$ cat config.mk
export PLATFORM = sky130hd
export DESIGN_NAME = delta_timer_queue_unit
export DESIGN_NICKNAME = d
export VERILOG_FILES = /design/src/dtq_pkg.sv /design/src/dtq_ram.sv /design/src/dtq_ctrl.sv /design/src/delta_timer_queue_unit.sv
export SDC_FILE = /design/constraint.sdc
export NUM_CORES = 1
export LEC_CHECK = 0
export BUFFER_PORTS_ARGS = -buffer_cell sky130_fd_sc_hd__buf_2
export CAP_MARGIN = 20
export CORE_ASPECT_RATIO = 1.1
export CORE_MARGIN = 2
export CORE_UTILIZATION = 43
export DETAILED_ROUTE_END_ITERATION = 12
export GPL_TIMING_DRIVEN = 0
export PLACE_DENSITY = 0.68
export SLEW_MARGIN = 20
export SYNTH_ARGS = -nofsm -noshare
export SYNTH_HDL_FRONTEND = slang
export SYNTH_SLANG_ARGS = --single-unit
$ cat constraint.sdc
create_clock -name clk -period 4.9 [get_ports clk]
set_input_delay 0.98 -clock clk [delete_from_list [all_inputs] [get_ports clk]]
set_output_delay 0.98 -clock clk [all_outputs]
set_load 0.01 [all_outputs]
$ cat src/dtq_pkg.sv
// ----------------------------------------------------------------------------
// dtq_pkg
// Shared types and constants for the delta-list timer queue.
// ----------------------------------------------------------------------------
package dtq_pkg;

  localparam int ENTRIES     = 16;
  localparam int ID_COUNT    = 16;
  localparam int ID_W        = 4;
  localparam int DLY_W       = 16;
  localparam int CNT_W       = $clog2(ENTRIES + 1);
  localparam int TPS_W       = 8;
  localparam logic [TPS_W-1:0] TICKS_RESET = 8'd60;

  // input operation codes
  localparam logic [1:0] OP_TICK   = 2'd0;
  localparam logic [1:0] OP_INSERT = 2'd1;
  localparam logic [1:0] OP_CANCEL = 2'd2;

  // result kinds
  localparam logic [1:0] EV_EXPIRED   = 2'd0;
  localparam logic [1:0] EV_CANCELLED = 2'd1;
  localparam logic [1:0] EV_EMPTY     = 2'd2;
  localparam logic [1:0] EV_REJECTED  = 2'd3;

  // one list node, stored per id
  typedef struct packed {
    logic [ID_W-1:0]  nxt;
    logic [DLY_W-1:0] dly;
  } node_t;

  // result word from the sequencer to the output register
  typedef struct packed {
    logic            valid;
    logic [ID_W-1:0] id;
    logic [1:0]      kind;
    logic            last;
  } event_t;

endpackage

$ cat src/dtq_ram.sv
// ----------------------------------------------------------------------------
// dtq_ram
// Generic single write, single read RAM with registered read data.
// ----------------------------------------------------------------------------
module dtq_ram #(
  parameter int WIDTH = 8,
  parameter int DEPTH = 16
) (
  input  logic                     clk,
  input  logic                     wr_en,
  input  logic [$clog2(DEPTH)-1:0] wr_addr,
  input  logic [WIDTH-1:0]         wr_data,
  input  logic [$clog2(DEPTH)-1:0] rd_addr,
  output logic [WIDTH-1:0]         rd_data
);

  logic [WIDTH-1:0] mem [DEPTH];

  always_ff @(posedge clk) begin
    if (wr_en) begin
      mem[wr_addr] <= wr_data;
    end
    rd_data <= mem[rd_addr];
  end

endmodule

$ cat src/dtq_ctrl.sv
// ----------------------------------------------------------------------------
// dtq_ctrl
// List sequencer: linked delta list held in node RAM indexed by id, with
// head pointer, count, queued flags and the tick prescaler in flops.
// ----------------------------------------------------------------------------
module dtq_ctrl import dtq_pkg::*; (
  input  logic             clk,
  input  logic             rst_n,
  input  logic             in_valid,
  output logic             in_ready,
  input  logic [1:0]       in_op,
  input  logic [ID_W-1:0]  in_entry_id,
  input  logic [DLY_W-1:0] in_delay,
  input  logic [TPS_W-1:0] tps,
  input  logic             slot_free,
  output event_t           ev
);

  typedef enum logic [3:0] {
    S_IDLE, S_ONE, S_TK_RD, S_TK_DEC, S_REL_RD, S_REL_CHK, S_REL_EMIT,
    S_IN_RD, S_IN_CMP, S_IN_NEW, S_IN_SUCC, S_IN_LINK,
    S_CN_RD, S_CN_A, S_CN_B, S_CN_EMIT
  } state_t;

  state_t              state_r, state_nxt;
  logic [ID_W-1:0]     head_r, head_nxt;
  logic [CNT_W-1:0]    count_r, count_nxt;
  logic [ID_COUNT-1:0] flags_r, flags_nxt;
  logic [TPS_W-1:0]    presc_r, presc_nxt;
  logic [ID_W-1:0]     id_r, id_nxt;
  logic [1:0]          kind_r, kind_nxt;
  logic [DLY_W-1:0]    rem_r, rem_nxt;
  logic [ID_W-1:0]     nxt_r, nxt_nxt;
  logic [ID_W-1:0]     nn_r, nn_nxt;
  logic [ID_W-1:0]     prev_r, prev_nxt;
  logic [DLY_W-1:0]    prev_dly_r, prev_dly_nxt;
  logic                prev_v_r, prev_v_nxt;
  logic [DLY_W-1:0]    succ_dly_r, succ_dly_nxt;
  logic                end_r, end_nxt;
  logic [CNT_W-1:0]    k_r, k_nxt;
  logic                more_r, more_nxt;

  logic                wr_en;
  logic [ID_W-1:0]     wr_addr, rd_addr;
  node_t               wr_node, rd_node;
  logic [TPS_W-1:0]    presc_inc;
  logic [DLY_W:0]      sum;
  logic [CNT_W-1:0]    k_inc;

  dtq_ram #(.WIDTH($bits(node_t)), .DEPTH(ID_COUNT)) u_ram (
    .clk     (clk),
    .wr_en   (wr_en),
    .wr_addr (wr_addr),
    .wr_data (wr_node),
    .rd_addr (rd_addr),
    .rd_data (rd_node)
  );

  assign in_ready  = (state_r == S_IDLE);
  assign presc_inc = presc_r + 1'b1;
  assign sum       = {1'b0, rd_node.dly} + {1'b0, rem_r};
  assign k_inc     = k_r + 1'b1;

  // sequencer
  always_comb begin
    state_nxt    = state_r;
    head_nxt     = head_r;
    count_nxt    = count_r;
    flags_nxt    = flags_r;
    presc_nxt    = presc_r;
    id_nxt       = id_r;
    kind_nxt     = kind_r;
    rem_nxt      = rem_r;
    nxt_nxt      = nxt_r;
    nn_nxt       = nn_r;
    prev_nxt     = prev_r;
    prev_dly_nxt = prev_dly_r;
    prev_v_nxt   = prev_v_r;
    succ_dly_nxt = succ_dly_r;
    end_nxt      = end_r;
    k_nxt        = k_r;
    more_nxt     = more_r;
    wr_en        = 1'b0;
    wr_addr      = head_r;
    wr_node      = '0;
    rd_addr      = head_r;
    ev           = '0;
    case (state_r)
      S_IDLE: begin
        if (in_valid) begin
          id_nxt = in_entry_id;
          case (in_op)
            OP_TICK: begin
              if (presc_inc >= tps) begin
                presc_nxt = '0;
                if (count_r != '0) state_nxt = S_TK_RD;
              end else begin
                presc_nxt = presc_inc;
              end
            end
            OP_INSERT: begin
              if (flags_r[in_entry_id] || count_r >= CNT_W'(ENTRIES)) begin
                kind_nxt  = EV_REJECTED;
                state_nxt = S_ONE;
              end else begin
                rem_nxt    = in_delay;
                nxt_nxt    = head_r;
                prev_v_nxt = 1'b0;
                k_nxt      = '0;
                end_nxt    = (count_r == '0);
                state_nxt  = (count_r == '0) ? S_IN_NEW : S_IN_RD;
              end
            end
            OP_CANCEL: begin
              if (count_r == '0) begin
                id_nxt    = '0;
                kind_nxt  = EV_EMPTY;
                state_nxt = S_ONE;
              end else begin
                state_nxt = S_CN_RD;
              end
            end
            default: ;
          endcase
        end
      end
      // single result: reject or cancel on empty
      S_ONE: begin
        if (slot_free) begin
          ev        = '{valid: 1'b1, id: id_r, kind: kind_r, last: 1'b1};
          state_nxt = S_IDLE;
        end
      end
      // second elapsed: decrement head
      S_TK_RD: begin
        rd_addr   = head_r;
        state_nxt = S_TK_DEC;
      end
      S_TK_DEC: begin
        nxt_nxt = rd_node.nxt;
        if (rd_node.dly != '0) begin
          wr_en   = 1'b1;
          wr_addr = head_r;
          wr_node = '{nxt: rd_node.nxt, dly: rd_node.dly - 1'b1};
        end
        more_nxt = 1'b0;
        if (rd_node.dly > DLY_W'(1)) state_nxt = S_IDLE;
        else if (count_r > CNT_W'(1)) state_nxt = S_REL_RD;
        else state_nxt = S_REL_EMIT;
      end
      // look ahead at the next entry so last is known
      S_REL_RD: begin
        rd_addr   = nxt_r;
        state_nxt = S_REL_CHK;
      end
      S_REL_CHK: begin
        more_nxt  = (rd_node.dly == '0);
        nn_nxt    = rd_node.nxt;
        state_nxt = S_REL_EMIT;
      end
      S_REL_EMIT: begin
        if (slot_free) begin
          ev = '{valid: 1'b1, id: head_r, kind: EV_EXPIRED, last: !more_r};
          flags_nxt[head_r] = 1'b0;
          head_nxt  = nxt_r;
          count_nxt = count_r - 1'b1;
          if (more_r) begin
            nxt_nxt = nn_r;
            if (count_r > CNT_W'(2)) begin
              state_nxt = S_REL_RD;
            end else begin
              more_nxt  = 1'b0;
              state_nxt = S_REL_EMIT;
            end
          end else begin
            state_nxt = S_IDLE;
          end
        end
      end
      // insert: walk from the head
      S_IN_RD: begin
        rd_addr   = nxt_r;
        state_nxt = S_IN_CMP;
      end
      S_IN_CMP: begin
        if (rem_r >= rd_node.dly) begin
          rem_nxt      = rem_r - rd_node.dly;
          prev_nxt     = nxt_r;
          prev_dly_nxt = rd_node.dly;
          prev_v_nxt   = 1'b1;
          nxt_nxt      = rd_node.nxt;
          k_nxt        = k_inc;
          if (k_inc < count_r) begin
            state_nxt = S_IN_RD;
          end else begin
            end_nxt   = 1'b1;
            state_nxt = S_IN_NEW;
          end
        end else begin
          succ_dly_nxt = rd_node.dly - rem_r;
          nn_nxt       = rd_node.nxt;
          end_nxt      = 1'b0;
          state_nxt    = S_IN_NEW;
        end
      end
      S_IN_NEW: begin
        wr_en     = 1'b1;
        wr_addr   = id_r;
        wr_node   = '{nxt: nxt_r, dly: rem_r};
        state_nxt = end_r ? S_IN_LINK : S_IN_SUCC;
      end
      S_IN_SUCC: begin
        wr_en     = 1'b1;
        wr_addr   = nxt_r;
        wr_node   = '{nxt: nn_r, dly: succ_dly_r};
        state_nxt = S_IN_LINK;
      end
      S_IN_LINK: begin
        if (prev_v_r) begin
          wr_en   = 1'b1;
          wr_addr = prev_r;
          wr_node = '{nxt: id_r, dly: prev_dly_r};
        end else begin
          head_nxt = id_r;
        end
        count_nxt       = count_r + 1'b1;
        flags_nxt[id_r] = 1'b1;
        state_nxt       = S_IDLE;
      end
      // cancel head, passing its delta on
      S_CN_RD: begin
        rd_addr   = head_r;
        state_nxt = S_CN_A;
      end
      S_CN_A: begin
        rem_nxt   = rd_node.dly;
        nxt_nxt   = rd_node.nxt;
        state_nxt = (count_r > CNT_W'(1)) ? S_CN_B : S_CN_EMIT;
        rd_addr   = rd_node.nxt;
      end
      S_CN_B: begin
        wr_en     = 1'b1;
        wr_addr   = nxt_r;
        wr_node   = '{nxt: rd_node.nxt,
                      dly: sum[DLY_W] ? {DLY_W{1'b1}} : sum[DLY_W-1:0]};
        state_nxt = S_CN_EMIT;
      end
      S_CN_EMIT: begin
        if (slot_free) begin
          ev = '{valid: 1'b1, id: head_r, kind: EV_CANCELLED, last: 1'b1};
          flags_nxt[head_r] = 1'b0;
          head_nxt  = nxt_r;
          count_nxt = count_r - 1'b1;
          state_nxt = S_IDLE;
        end
      end
      default: state_nxt = S_IDLE;
    endcase
  end

  always_ff @(posedge clk) begin
    if (!rst_n) begin
      state_r <= S_IDLE;
      count_r <= '0;
      flags_r <= '0;
      presc_r <= '0;
      head_r  <= '0;
    end else begin
      state_r <= state_nxt;
      count_r <= count_nxt;
      flags_r <= flags_nxt;
      presc_r <= presc_nxt;
      head_r  <= head_nxt;
    end
    id_r       <= id_nxt;
    kind_r     <= kind_nxt;
    rem_r      <= rem_nxt;
    nxt_r      <= nxt_nxt;
    nn_r       <= nn_nxt;
    prev_r     <= prev_nxt;
    prev_dly_r <= prev_dly_nxt;
    prev_v_r   <= prev_v_nxt;
    succ_dly_r <= succ_dly_nxt;
    end_r      <= end_nxt;
    k_r        <= k_nxt;
    more_r     <= more_nxt;
  end

  // checks
  a_count_max: assert property (@(posedge clk) disable iff (!rst_n)
    count_r <= CNT_W'(ENTRIES)) else $error("entry count overflow");
  a_flags_count: assert property (@(posedge clk) disable iff (!rst_n)
    $countones(flags_r) == int'(count_r)) else $error("flags out of step with count");
  a_head_queued: assert property (@(posedge clk) disable iff (!rst_n)
    count_r != '0 |-> flags_r[head_r]) else $error("head id not queued");
  a_rel_nonempty: assert property (@(posedge clk) disable iff (!rst_n)
    (state_r == S_REL_EMIT || state_r == S_CN_EMIT) |-> count_r != '0)
    else $error("release from empty list");

endmodule

$ cat src/delta_timer_queue_unit.sv
// ----------------------------------------------------------------------------
// delta_timer_queue_unit
// Delta-list timer queue: tick, insert and cancel-head words in, expiry,
// cancel, reject and empty words out.
// ----------------------------------------------------------------------------
//  channel | ports                                   | direction
//  --------+-----------------------------------------+----------
//  in      | in_valid/in_ready, op, entry_id, delay  | input
//  out     | out_valid/out_ready, event_id/kind/last | output
//  cfg     | cfg_we, cfg_wdata (ticks per second)    | input
//
// A tick that does not complete a second only steps the prescaler; an insert
// walks the list entry by entry from the head, a cancel reads the head and
// any successor, a completed second decrements the head and releases each
// expired entry in turn: paced by the single read port of the node RAM.
// Synchronous active-low reset; the node RAM needs no clearing.
// A stalled result holds the sequencer only when a further word is due.
// ----------------------------------------------------------------------------
module delta_timer_queue_unit import dtq_pkg::*; (
  input  logic             clk,
  input  logic             rst_n,
  input  logic             in_valid,
  output logic             in_ready,
  input  logic [1:0]       in_op,
  input  logic [ID_W-1:0]  in_entry_id,
  input  logic [DLY_W-1:0] in_delay,
  output logic             out_valid,
  input  logic             out_ready,
  output logic [ID_W-1:0]  out_event_id,
  output logic [1:0]       out_event_kind,
  output logic             out_last,
  input  logic             cfg_we,
  input  logic [TPS_W-1:0] cfg_wdata
);

  logic [TPS_W-1:0] tps_r;
  logic             out_valid_r;
  logic [ID_W-1:0]  out_id_r;
  logic [1:0]       out_kind_r;
  logic             out_last_r;
  logic             slot_free;
  event_t           ev;

  assign slot_free = !out_valid_r || out_ready;

  dtq_ctrl u_ctrl (
    .clk         (clk),
    .rst_n       (rst_n),
    .in_valid    (in_valid),
    .in_ready    (in_ready),
    .in_op       (in_op),
    .in_entry_id (in_entry_id),
    .in_delay    (in_delay),
    .tps         (tps_r),
    .slot_free   (slot_free),
    .ev          (ev)
  );

  // config register and output word register
  always_ff @(posedge clk) begin
    if (!rst_n) begin
      tps_r       <= TICKS_RESET;
      out_valid_r <= 1'b0;
    end else begin
      if (cfg_we) tps_r <= cfg_wdata;
      if (ev.valid) out_valid_r <= 1'b1;
      else if (out_ready) out_valid_r <= 1'b0;
    end
    if (ev.valid) begin
      out_id_r   <= ev.id;
      out_kind_r <= ev.kind;
      out_last_r <= ev.last;
    end
  end

  assign out_valid      = out_valid_r;
  assign out_event_id   = out_id_r;
  assign out_event_kind = out_kind_r;
  assign out_last       = out_last_r;

endmodule
==> results by group, run 1 <==
Clock network
  – Htree depth: 2
  – Setup Fix Bufs, Post-CTS: 0
  – Worst-skew pair later-pin latency: 0.60 ns
  – CTS clock-pin slew for the worst setup and hold paths: 0.06 ns
  – CTS max path bufs: 3
  – # hold bufs at CTS: 0
  – PostCTS Resize Cnt: 0
  – TritonCTS clock tree: built
  – TritonCTS Buffers: 47
  – Root Driver: clkbuf_16
  – Sink Count: 466

Layout
  – Layout Cells excl Fill: 2791
  – Nets: 2193
  – Ant diodes: 0
  – Fillers: 4509
  – Layout cells sized above 1: 9.32%
  – Area grow syn2layout: 12.9%
  – Core Util, Final: 49.2%

Synth
  – Async SR Flop Fraction: 0%
  – Top cells by area, synth: edfxtp_1 54%, dfxtp_1 5.9%, nand2_1 4.6%, ha_1 3.9%, a211oi_1 3.1%
  – Mapped Area: 22400 um^2
  – Post-synthesis sequential area ratio: 59.5%
  – Synth top area share: 53.6%
  – Syn_nets: 2076
  – Synth Register Bits: 466
  – Post-synth EDFFs: 400
  – Mapped Cells: 1968
  – Commonest cells post-synth: 400 x edfxtp_1, 277 x nand2_1, 109 x nor2_1
  – Syn. warnings: 0
  – Count leader, synth: edfxtp_1
  – Post-Syn Area per Cell: 11.4 um^2
  – Synth area leader: edfxtp_1
  – Dominant synthesized flop cell: edfxtp_1
  – Distinct cells, synth: 77

Detailed routing
  – Antenna viol nets, final: 0
  – Via Count: 16807
  – DRC: 3
  – First DRT Iteration DRCs: 1813
  – WL final: 61.6 mm
  – Routed vias/inst: 6.02
  – Routed wire length per instance: 22.1 um
  – DR pass1 iterations: 10

Setup path
  – Worst EP arrival: 4.60 ns
  – Slowest stage delay, CP: 0.68 ns
  – CP dominant cell by count: a211oi_1
  – Endpoint class of the critical path: flip-flop
  – Type of the worst setup path: flip-flop to flip-flop
  – Critical R2R Launch: u_ctrl.u_ram.rd_data[7]
  – Crit-path slowest cell: a211oi_1
  – CP Data Required Time: 5.13 ns
  – Crit-path max FO: 20
  – Reg2reg path depth: 9
  – Crit path cell chain: inv_1 -> ha_1 -> clkbuf_1 -> nand4_1 -> nor4_1 -> a211oi_1 -> a21oi_1 -> nor2_4 -> a211oi_1
  – CP startpoint: u_ctrl.u_ram.rd_data[7]
  – Startpoint types: flip-flop

Power and ir drop
  – Int Pwr: 8.22 mW
  – Power density over cell area: 527 nW/um^2
  – Clock Power Share: 25.7%
  – Comb pwr share: 36.4%
  – Sw Ratio: 38.3%
  – Sequential fraction of design power: 37.9%
  – Peak VDD IR: 264 uV
  – Leak: 8.95 nW
  – Sw Pwr: 5.10 mW

GRT
  – First-pass GRT wire length: 93.7 mm
  – Initial antenna violation count: 0
  – Vias in the first global route: 16176
  – Overall routing resource usage: 22.3%
  – Largest net degree at the start of global routing: 23
  – GR Overflow Total: 0

Worst hold path
  – Hold depth: 2
  – Hold Crit Start: u_ctrl.flags_r[9]
  – Hold crit path type: flip-flop to flip-flop

Die
  – Die area: 54000 um^2
  – Die span in x: 222 um
  – Chip Height: 243 um
  – Core area: 51400 um^2
  – I/O pin count: 44
  – Cell row count: 87
  – Initial Util: 43.6%

Placement
  – Placed insts: 2703
  – Dpl hpwl: 43.8 mm
  – Port Buf Inserts: 42
  – Final RePlAce weighted congestion: 0.968

STA
  – Slew @ Worst Pin: 0.937 ns
  – Worst hold margin: 0.474 ns
  – RSZ-0062 raised after global routing: no
  – Worst slew margin: 37.5%
  – Final setup violation count: 0
  – Setup TNS: 0 ns
  – Setup Skew: 0.0263 ns
  – Final Max Tran Viols: 0
  – Fin crit share: 89.2%
  – Minimum clock period: 4.37 ns
  – Max Clock Freq: 229 MHz
  – Final hold vios: 0

Outcome
  – Failing checks: design-rule violations
  – Status: complete, but fails checks

Run
  – Max-cap violations: 0
-- cell type report --
type,count,area [um^2],area share (%)
Clock buffer,66,1260,4.97
Clock inverter,22,176,0.697
Multi-Input combinational cell,1300,8410,33.2
Tap cell,667,835,3.30
Timing Repair Buffer,68,500,1.98
Buffer,132,531,2.10
Inverter,70,263,1.04
Sequential cell,466,13300,52.7
-- per-stage QoR --
stage / power (mW) / worst slack (ns) / area (um^2)
final: 13.3 / 0.528 / 25300
after CTS: 13.3 / 0.466 / 25300
after floorplan: 8.27 / 1.29 / 22400
after detailed placement: 9.86 / 0.485 / 23900
after global placement: 9.73 / -0.405 / 23500
after global routing: 14.0 / 0.346 / 25300
-- state kept, by name (all words and copies together), names as in the netlist, 2 cells and up --
signal and flops:
out_event_id 4, u_ctrl.prev_r 4, u_ctrl.flags_r 16, u_ctrl.prev_dly_r 16, u_ctrl.u_ram.rd_data 20, u_ctrl.id_r 4
u_ctrl.nxt_r 4, u_ctrl.count_r 5, u_ctrl.state_r 4, tps_r 8, u_ctrl.succ_dly_r 16, u_ctrl.rem_r 16
out_event_kind 2, u_ctrl.k_r 5, u_ctrl.presc_r 8, u_ctrl.u_ram.mem 320, u_ctrl.head_r 4, u_ctrl.nn_r 4
-- logic make-up after synthesis --
| group | count (synthesis) | synth area share (%) |
|---|---|---|
| AO/OA/AOI/OAI | 512 | 16.0 |
| XOR/XNOR | 56 | 2.19 |
| adder cells (fa/ha/maj) | 73 | 4.18 |
| buffers and inverters | 202 | 3.54 |
| flip-flops | 466 | 59.5 |
| multiplexers | 12 | 0.888 |
| AND/OR/NAND/NOR | 647 | 13.7 |
-- metal layers --
| metal | global-route usage (%) | part of all wire, % | vias up |
|---|---|---|---|
| li1 | - | - | 7671 |
| met1 | 29.0 | 41 | 8264 |
| met2 | 37.4 | 48 | 728 |
| met3 | 3.23 | 7.0 | 144 |
| met4 | 9.38 | 4.0 | 0 |
| met5 | 0 | 0 | - |
-- power by group through the flow --
stage	Combinational (mW)	Sequential (mW)	Clock (mW)
floorplan	3.26	5.00	0
global placement	4.60	5.13	0
detailed placement	4.74	5.13	0
CTS	4.77	5.04	3.47
global route	5.28	5.08	3.62
finish	4.86	5.05	3.42
-- worst max-delay path, delay by kind of cell, from the launching register on --
family	cells	cell delay, ns
AO/OA/AOI/OAI	3	1.41
adder cells (fa/ha/maj)	1	0.40
buffers and inverters	2	0.58
flip-flops	1	0.50
AND/OR/NAND/NOR	3	1.10
-- layout by cell type (no fill, tap or decap), types with 9 or more instances in the layout --
cell type and instances:
edfxtp_1 400, nand2_1 277, clkbuf_1 121, and3_1 94, a211oi_1 94, nor2_1 92
a31oi_1 88, o21ai_0 73, inv_1 70, ha_1 70, dfxtp_1 66, buf_2 64
a21oi_1 59, a22oi_1 57, clkbuf_16 47, xnor2_1 44, nand3_1 29, nor2b_1 27
nor3_1 25, a222oi_1 20, and2_1 18, o211ai_1 18, nand2b_1 17, buf_4 13
xor2_1 12, o21a_1 9, a221o_1 9, nor2_2 9
-- final timing paths --
kind	endpoint	slack, ns
hold / removal	u_ctrl.flags_r[9]	0.47
setup reg to reg	u_ctrl.nxt_r[3]	0.53
setup / recovery	u_ctrl.nxt_r[3]	0.53
hold reg to reg	u_ctrl.flags_r[9]	0.47
Power figures use the tool's default switching activity.
==> inputs of run 2 (changes only) <==
Settings changed: PLACE_DENSITY 0.68 to default.
==> results by group, run 2 (same netlist as run 1, synthesis figures left out) <==
Layout
  – Largest registers: u_ctrl.u_ram.mem x320, u_ctrl.u_ram.rd_data x20
  – Area grow syn2layout: 13.8%
  – Layout cells sized above 1: 9.84% (+0.51 points)
  – Most frequent cells in the layout: 400 x edfxtp_1, 277 x nand2_1, 110 x clkbuf_1
  – Ant diodes: 0 (unchanged)
  – Number of flip-flops in the largest register: 320 (unchanged)
  – Largest Register: u_ctrl.u_ram.mem
  – Nets: 2197 (+0.18%)
  – Layout Cells excl Fill: 2792 (+0.036%)
  – Commonest non-fill, non-tap cell in the layout: edfxtp_1
  – Finished Cell Area: 25500 um^2 (+0.79%)

Die
  – Die area: 54000 um^2 (unchanged)
  – Initial Util: 43.6% (unchanged)
  – Cell row count: 87 (unchanged)
  – Core area: 51400 um^2 (unchanged)
  – I/O pin count: 44 (unchanged)
  – Chip Height: 243 um (unchanged)
  – Die span in x: 222 um (unchanged)

Clock network
  – Htree depth: 2 (unchanged)
  – PostCTS Resize Cnt: 0 (unchanged)
  – Setup Fix Bufs, Post-CTS: 0 (unchanged)
  – CTS max path bufs: 3 (unchanged)
  – Worst-skew pair later-pin latency: 0.60 ns (about the same)
  – CTS clock-pin slew for the worst setup and hold paths: 0.06 ns (about the same)
  – Root Driver: clkbuf_16
  – Sink Count: 466 (unchanged)
  – # hold bufs at CTS: 0 (unchanged)
  – TritonCTS clock tree: built
  – TritonCTS Buffers: 50 (+6.4%)

GRT
  – Overall routing resource usage: 22.7% (+0.40 points)
  – Vias in the first global route: 16009 (-1.0%)
  – GR Overflow Total: 0 (unchanged)
  – GR Util met3: 2.98% (-0.25 points)
  – First-pass GRT wire length: 94.7 mm (+1.0%)
  – Initial antenna violation count: 0 (unchanged)
  – Met2 usage: 38.2% (+0.76 points)
  – Global Route met1 Usage: 30.5% (+1.5 points)
  – Gr busiest metal: met2
  – Largest net degree at the start of global routing: 23 (unchanged)

Setup path
  – Crit-path max FO: 20 (unchanged)
  – Crit-path slowest cell: a211oi_1
  – CP Data Required Time: 5.11 ns (-0.02 ns)
  – Startpoint types: flip-flop
  – Endpoint class of the critical path: flip-flop
  – Crit path cell chain: inv_1 -> ha_1 -> clkbuf_1 -> nand4_1 -> nor4_1 -> a211oi_1 -> a21oi_1 -> nor2_4 -> a211oi_1
  – R2R Setup Slk: 0.41 ns (-0.11 ns)
  – Worst EP arrival: 4.70 ns (+0.10 ns)
  – Slowest stage delay, CP: 0.81 ns (+0.13 ns)
  – Worst Path Buf+Inv: 2 (unchanged)
  – Cell family with most CP delay: compound AO/OA/AOI/OAI gates
  – CP dominant cell by count: a211oi_1
  – Type of the worst setup path: flip-flop to flip-flop

Placement
  – Placed insts: 2704 (+0.037%)
  – Final RePlAce weighted congestion: 0.963 (-0.43%)
  – Port Buf Inserts: 42 (unchanged)
  – DP Area: 23900 um^2 (about the same)
  – Dpl hpwl: 44.3 mm (+1.2%)

STA
  – RSZ-0062 raised after global routing: no
  – Worst slew margin: 36.6% (-0.93 points)
  – Setup Skew: 0.0218 ns (-0.00454 ns)
  – Minimum clock period: 4.49 ns (+0.113 ns)
  – Max Clock Freq: 223 MHz (-2.5%)
  – Final hold vios: 0 (unchanged)
  – Fin crit share: 91.5% (+2.3 points)
  – Final setup violation count: 0 (unchanged)
  – Final Max Tran Viols: 0 (unchanged)
  – Slew @ Worst Pin: 0.945 ns (+0.00821 ns)

Detailed routing
  – WL final: 62.3 mm (+1.2%)
  – DRC: 2 (-1)
  – Antenna viol nets, final: 0 (unchanged)
  – Routed wire length per instance: 22.3 um (+1.1%)
  – Via Count: 16427 (-2.3%)
  – Routed vias/inst: 5.88 (-2.3%)
  – DR pass1 iterations: 13 (+3)
  – First DRT Iteration DRCs: 1400 (-23%)

Outcome
  – Failing checks: design-rule violations
  – Status: complete, but fails checks

Power and ir drop
  – Power density over cell area: 540 nW/um^2 (+2.5%)
  – Leak: 9.06 nW (+1.2%)
  – Peak VDD IR: 267 uV (+1.3%)

Run
  – Max-cap violations: 0 (unchanged)

Worst hold path
  – Hold crit path type: flip-flop to flip-flop
==> run 2: cell count changes in the layout (fill, tap and decap cells not counted), sizes merged <==
cell,previous run,this run
clkinv,14,18
clkbuf,169,161
inv,74,73
bufinv,1,6
buf,97,98
==> run 2: power by group <==
group	switching, mW	total [mW]	internal, mW
clock network	1.60	3.81	2.22
registers	0.308	5.04	4.74
logic	3.27	4.90	1.63
total	5.18	13.8	8.58
==> run 2: path summary, 6_finish.rpt <==
path	startpoint	to	cells past startpoint
setup / recovery	u_ctrl.u_ram.rd_data[7]	u_ctrl.nxt_r[2]	9
hold / removal	u_ctrl.flags_r[1]	u_ctrl.flags_r[1]	2
setup reg to reg	u_ctrl.u_ram.rd_data[7]	u_ctrl.nxt_r[2]	9
hold reg to reg	u_ctrl.flags_r[1]	u_ctrl.flags_r[1]	2
==> run 2: final cells by class <==
type                            instances  area (um^2)
Timing Repair Buffer                   69          477
Clock inverter                         30          350
Tap cell                              667          835
Clock buffer                           58         1290
Inverter                               70          263
Sequential cell                       466        13300
Buffer                                132          531
Fill cell                            4561        25900
Multi-Input combinational cell       1300         8420
==> run 2: worst reg2reg max path: stages (launching register included) <==
cell and delay [ns]:
dfxtp_1 0.50, inv_1 0.19, ha_1 0.41, clkbuf_1 0.41
nand4_1 0.22, nor4_1 0.56, a211oi_1 0.11, a21oi_1 0.61
nor2_4 0.28, a211oi_1 0.82
==> run 2: per-layer routing <==
metal	routed length (um)	vias to the layer above	part of all wire, %
met5	0	-	0
met2	30000	585	48
met4	1950	0	3.1
met3	3740	114	6.0
met1	26600	8038	43
li1	-	7690	-
==> run 2: per-stage QoR <==
stage	util (%)	hold WS, ns	worst slack [ns]	power, mW	TNS (ns)
2_1_floorplan	-	0.444	1.29	8.27	0
3_3_place_gp	45.6	0.456	-0.544	9.80	-8.93
3_5_place_dp	46.4	0.464	0.518	9.92	0
4_1_cts	49.6	0.473	0.494	13.7	0
5_1_grt	49.6	0.493	0.288	14.5	0
6_report	49.6	0.471	0.415	13.8	0
==> inputs of run 3 (changes only) <==
Settings changed: ABC_AREA from default to 1, PLACE_DENSITY_LB_ADDON from default to 0.2.
==> results by group, run 3 <==
Outcome
  – Status: complete, no violations

STA
  – Final hold vios: 0 (unchanged)
  – Worst slew margin: 41.1% (+4.5 points)
  – Final setup violation count: 0 (unchanged)
  – Setup TNS: 0 ns (unchanged)
  – Minimum clock period: 3.76 ns (-0.721 ns)
  – Max Clock Freq: 266 MHz (+19%)
  – Fin worst setup slack: 1.14 ns (+0.721 ns)
  – Final Max Tran Viols: 0 (unchanged)
  – Setup Skew: 0.0186 ns (-0.00320 ns)
  – Worst hold margin: 0.438 ns (-0.0324 ns)
  – Fin crit share: 76.8% (-15 points)
  – Slew @ Worst Pin: 0.881 ns (-0.0642 ns)
  – RSZ-0062 raised after global routing: no

Setup path
  – Startpoint types: flip-flop
  – CP Data Required Time: 5.03 ns (-0.08 ns)
  – Critical R2R Launch: u_ctrl.u_ram.rd_data[8]
  – Worst EP arrival: 3.90 ns (-0.80 ns)
  – Crit Reg-Reg Endpoint: u_ctrl.u_ram.mem[10][9]
  – Type of the worst setup path: flip-flop to flip-flop
  – Endpoint class of the critical path: flip-flop
  – R2R Setup Slk: 1.14 ns (+0.72 ns)
  – Reg2reg path depth: 10 (+1)
  – Crit-path max FO: 16 (-20%)

Placement
  – Worst slack at placement: 1.30 ns (+0.781 ns)
  – Final RePlAce weighted congestion: 0.933 (-3.2%)
  – Placed insts: 3414 (+26%)
  – DP Area: 25600 um^2 (+7.1%)
  – Dpl hpwl: 49.6 mm (+12%)
  – Port Buf Inserts: 42 (unchanged)

GRT
  – First-pass GRT wire length: 105 mm (+11%)
  – Global Route met1 Usage: 31.2% (+0.71 points)
  – Vias in the first global route: 18273 (+14%)
  – Initial antenna violation count: 0 (unchanged)
  – Largest net degree at the start of global routing: 21 (-8.7%)
  – GR Util met3: 2.74% (-0.24 points)
  – Gr busiest metal: met2
  – Overall routing resource usage: 23.5% (+0.80 points)
  – GR Overflow Total: 0 (unchanged)
  – Met2 usage: 40.0% (+1.8 points)

Clock network
  – TritonCTS clock tree: built
  – Htree depth: 2 (unchanged)
  – CTS clock-pin slew for the worst setup and hold paths: 0.06 ns (about the same)
  – Root Driver: clkbuf_16
  – # hold bufs at CTS: 0 (unchanged)
  – TritonCTS Buffers: 51 (+2.0%)
  – Sink Count: 466 (unchanged)
  – CTS max path bufs: 3 (unchanged)
  – Worst-skew pair later-pin latency: 0.62 ns (+0.02 ns)
  – PostCTS Resize Cnt: 0 (unchanged)
  – Setup Fix Bufs, Post-CTS: 0 (unchanged)

Layout
  – Commonest non-fill, non-tap cell in the layout: nand2_1
  – Core Util, Final: 49.5% (-0.14 points)
  – Largest registers: u_ctrl.u_ram.mem x320, u_ctrl.u_ram.rd_data x20
  – Finished Cell Area: 27300 um^2 (+6.9%)
  – Nets: 2839 (+29%)
  – Area grow syn2layout: 13.2%
  – Largest Register: u_ctrl.u_ram.mem
  – Layout Cells excl Fill: 3511 (+26%)
  – Layout cells sized above 1: 8.83% (-1.0 points)
  – Most frequent cells in the layout: 467 x nand2_1, 417 x inv_1, 400 x edfxtp_1
  – Number of flip-flops in the largest register: 320 (unchanged)

Detailed routing
  – DRC: 0 (-2)
  – Via Count: 18635 (+13%)
  – Antenna viol nets, final: 0 (unchanged)
  – Routed vias/inst: 5.31 (-9.8%)
  – Routed wire length per instance: 19.6 um (-12%)
  – DR pass1 iterations: 5 (-8)
  – First DRT Iteration DRCs: 1886 (+35%)
  – WL final: 68.7 mm (+10%)

Synth
  – Syn. warnings: 0 (unchanged)
  – Post-Syn Area per Cell: 9.21 um^2 (-19%)
  – Count leader, synth: nand2_1
  – Dominant synthesized flop cell: edfxtp_1
  – Synth area leader: edfxtp_1
  – Synth Register Bits: 466 (unchanged)
  – Post-synthesis sequential area ratio: 55.4% (-4.1 points)
  – Mapped Area: 24100 um^2 (+7.4%)
  – Top cells by area, synth: edfxtp_1 50%, nand3_1 8.1%, nand2_1 7.3%, inv_1 6.5%, dfxtp_1 5.5%
  – Distinct cells, synth: 45 (-42%)
  – Post-synth EDFFs: 400 (unchanged)
  – Synth top area share: 49.9% (-3.7 points)
  – Syn_nets: 2720 (+31%)
  – Commonest cells post-synth: 467 x nand2_1, 417 x inv_1, 400 x edfxtp_1
  – Mapped Cells: 2612 (+33%)
  – Async SR Flop Fraction: 0% (unchanged)

Die
  – Core area: 55100 um^2 (+7.2%)
  – Chip Height: 252 um (+3.6%)
  – Initial Util: 43.7% (+0.094 points)
  – Cell row count: 90 (+3.4%)
  – I/O pin count: 44 (unchanged)
  – Die area: 57900 um^2 (+7.3%)
  – Die span in x: 230 um (+3.6%)

Run
  – Max-cap violations: 0 (unchanged)

Worst hold path
  – Hold crit path type: flip-flop to flip-flop
  – Hold path endpoint: u_ctrl.nn_r[1]
  – Hold depth: 0 (-2)
  – Hold Crit Start: u_ctrl.u_ram.rd_data[17]

Power and ir drop
  – Power Total: 15.9 mW (+15%)
  – Leak: 11.4 nW (+25%)
  – Peak VDD IR: 393 uV (+47%)
  – Power density over cell area: 582 nW/um^2 (+7.8%)
## run 3: area by class of cell
| cell class | count | area [um^2] |
|---|---|---|
| antenna | 1 | 2.50 |
| clock inverter | 22 | 263 |
| fill | 5142 | 27800 |
| multi-input combinational | 1602 | 8740 |
| inverter | 429 | 1610 |
| clock buffer | 74 | 1430 |
| timing repair buffer | 66 | 443 |
| buffer | 115 | 512 |
| tap | 736 | 921 |
| sequential | 466 | 13300 |
## run 3: per-layer routing
metal | up-vias | share of wire (%)
li1 | 9055 | -
met5 | - | 0
met3 | 121 | 5.3
met1 | 8846 | 44
met2 | 613 | 48
met4 | 0 | 3.1
## run 3: how the worst max path moves through the flow
| stage | from | end | slack, ns | depth (start not counted) |
|---|---|---|---|---|
| 2_1_floorplan | in_entry_id[0] | u_ctrl.rem_r[0] | 1.86 | 9 |
| 4_1_cts | u_ctrl.u_ram.rd_data[8] | u_ctrl.u_ram.mem[10][9] | 1.25 | 10 |
| 5_1_grt | u_ctrl.u_ram.rd_data[8] | u_ctrl.u_ram.mem[10][9] | 0.95 | 10 |
| 6_report | u_ctrl.u_ram.rd_data[8] | u_ctrl.u_ram.mem[10][9] | 1.14 | 10 |
| 3_5_place_dp | u_ctrl.u_ram.rd_data[8] | u_ctrl.u_ram.mem[9][9] | 1.30 | 10 |
| 3_3_place_gp | u_ctrl.u_ram.rd_data[7] | u_ctrl.rem_r[0] | 0.56 | 11 |
## run 3: worst max-delay path: stages (launching register included)
cell and delay [ns]:
dfxtp_1 0.50, inv_1 0.12, ha_1 0.29, clkbuf_1 0.32
inv_1 0.19, a21oi_1 0.23, a21boi_0 0.45, nand3_1 0.24
xor2_1 0.19, o21ai_0 0.18, nand2_1 0.54
## run 3: logic make-up after synthesis
| group | Yosys count | synth area share [%] |
|---|---|---|
| xor+xnor | 43 | 1.56 |
| simple gates | 1170 | 22.8 |
| flops | 466 | 55.4 |
| compound gates | 316 | 7.55 |
| buf+inv | 544 | 8.82 |
| fa+ha+maj | 73 | 3.89 |
## run 3: where the power goes
| group | total [mW] | leakage [nW] | switching [mW] | internal [mW] |
|---|---|---|---|---|
| logic | 6.41 | 6.29 | 4.53 | 1.88 |
| clock network | 3.94 | 0.826 | 1.63 | 2.30 |
| registers | 5.51 | 4.24 | 0.409 | 5.10 |
| total | 15.9 | 11.4 | 6.57 | 9.29 |
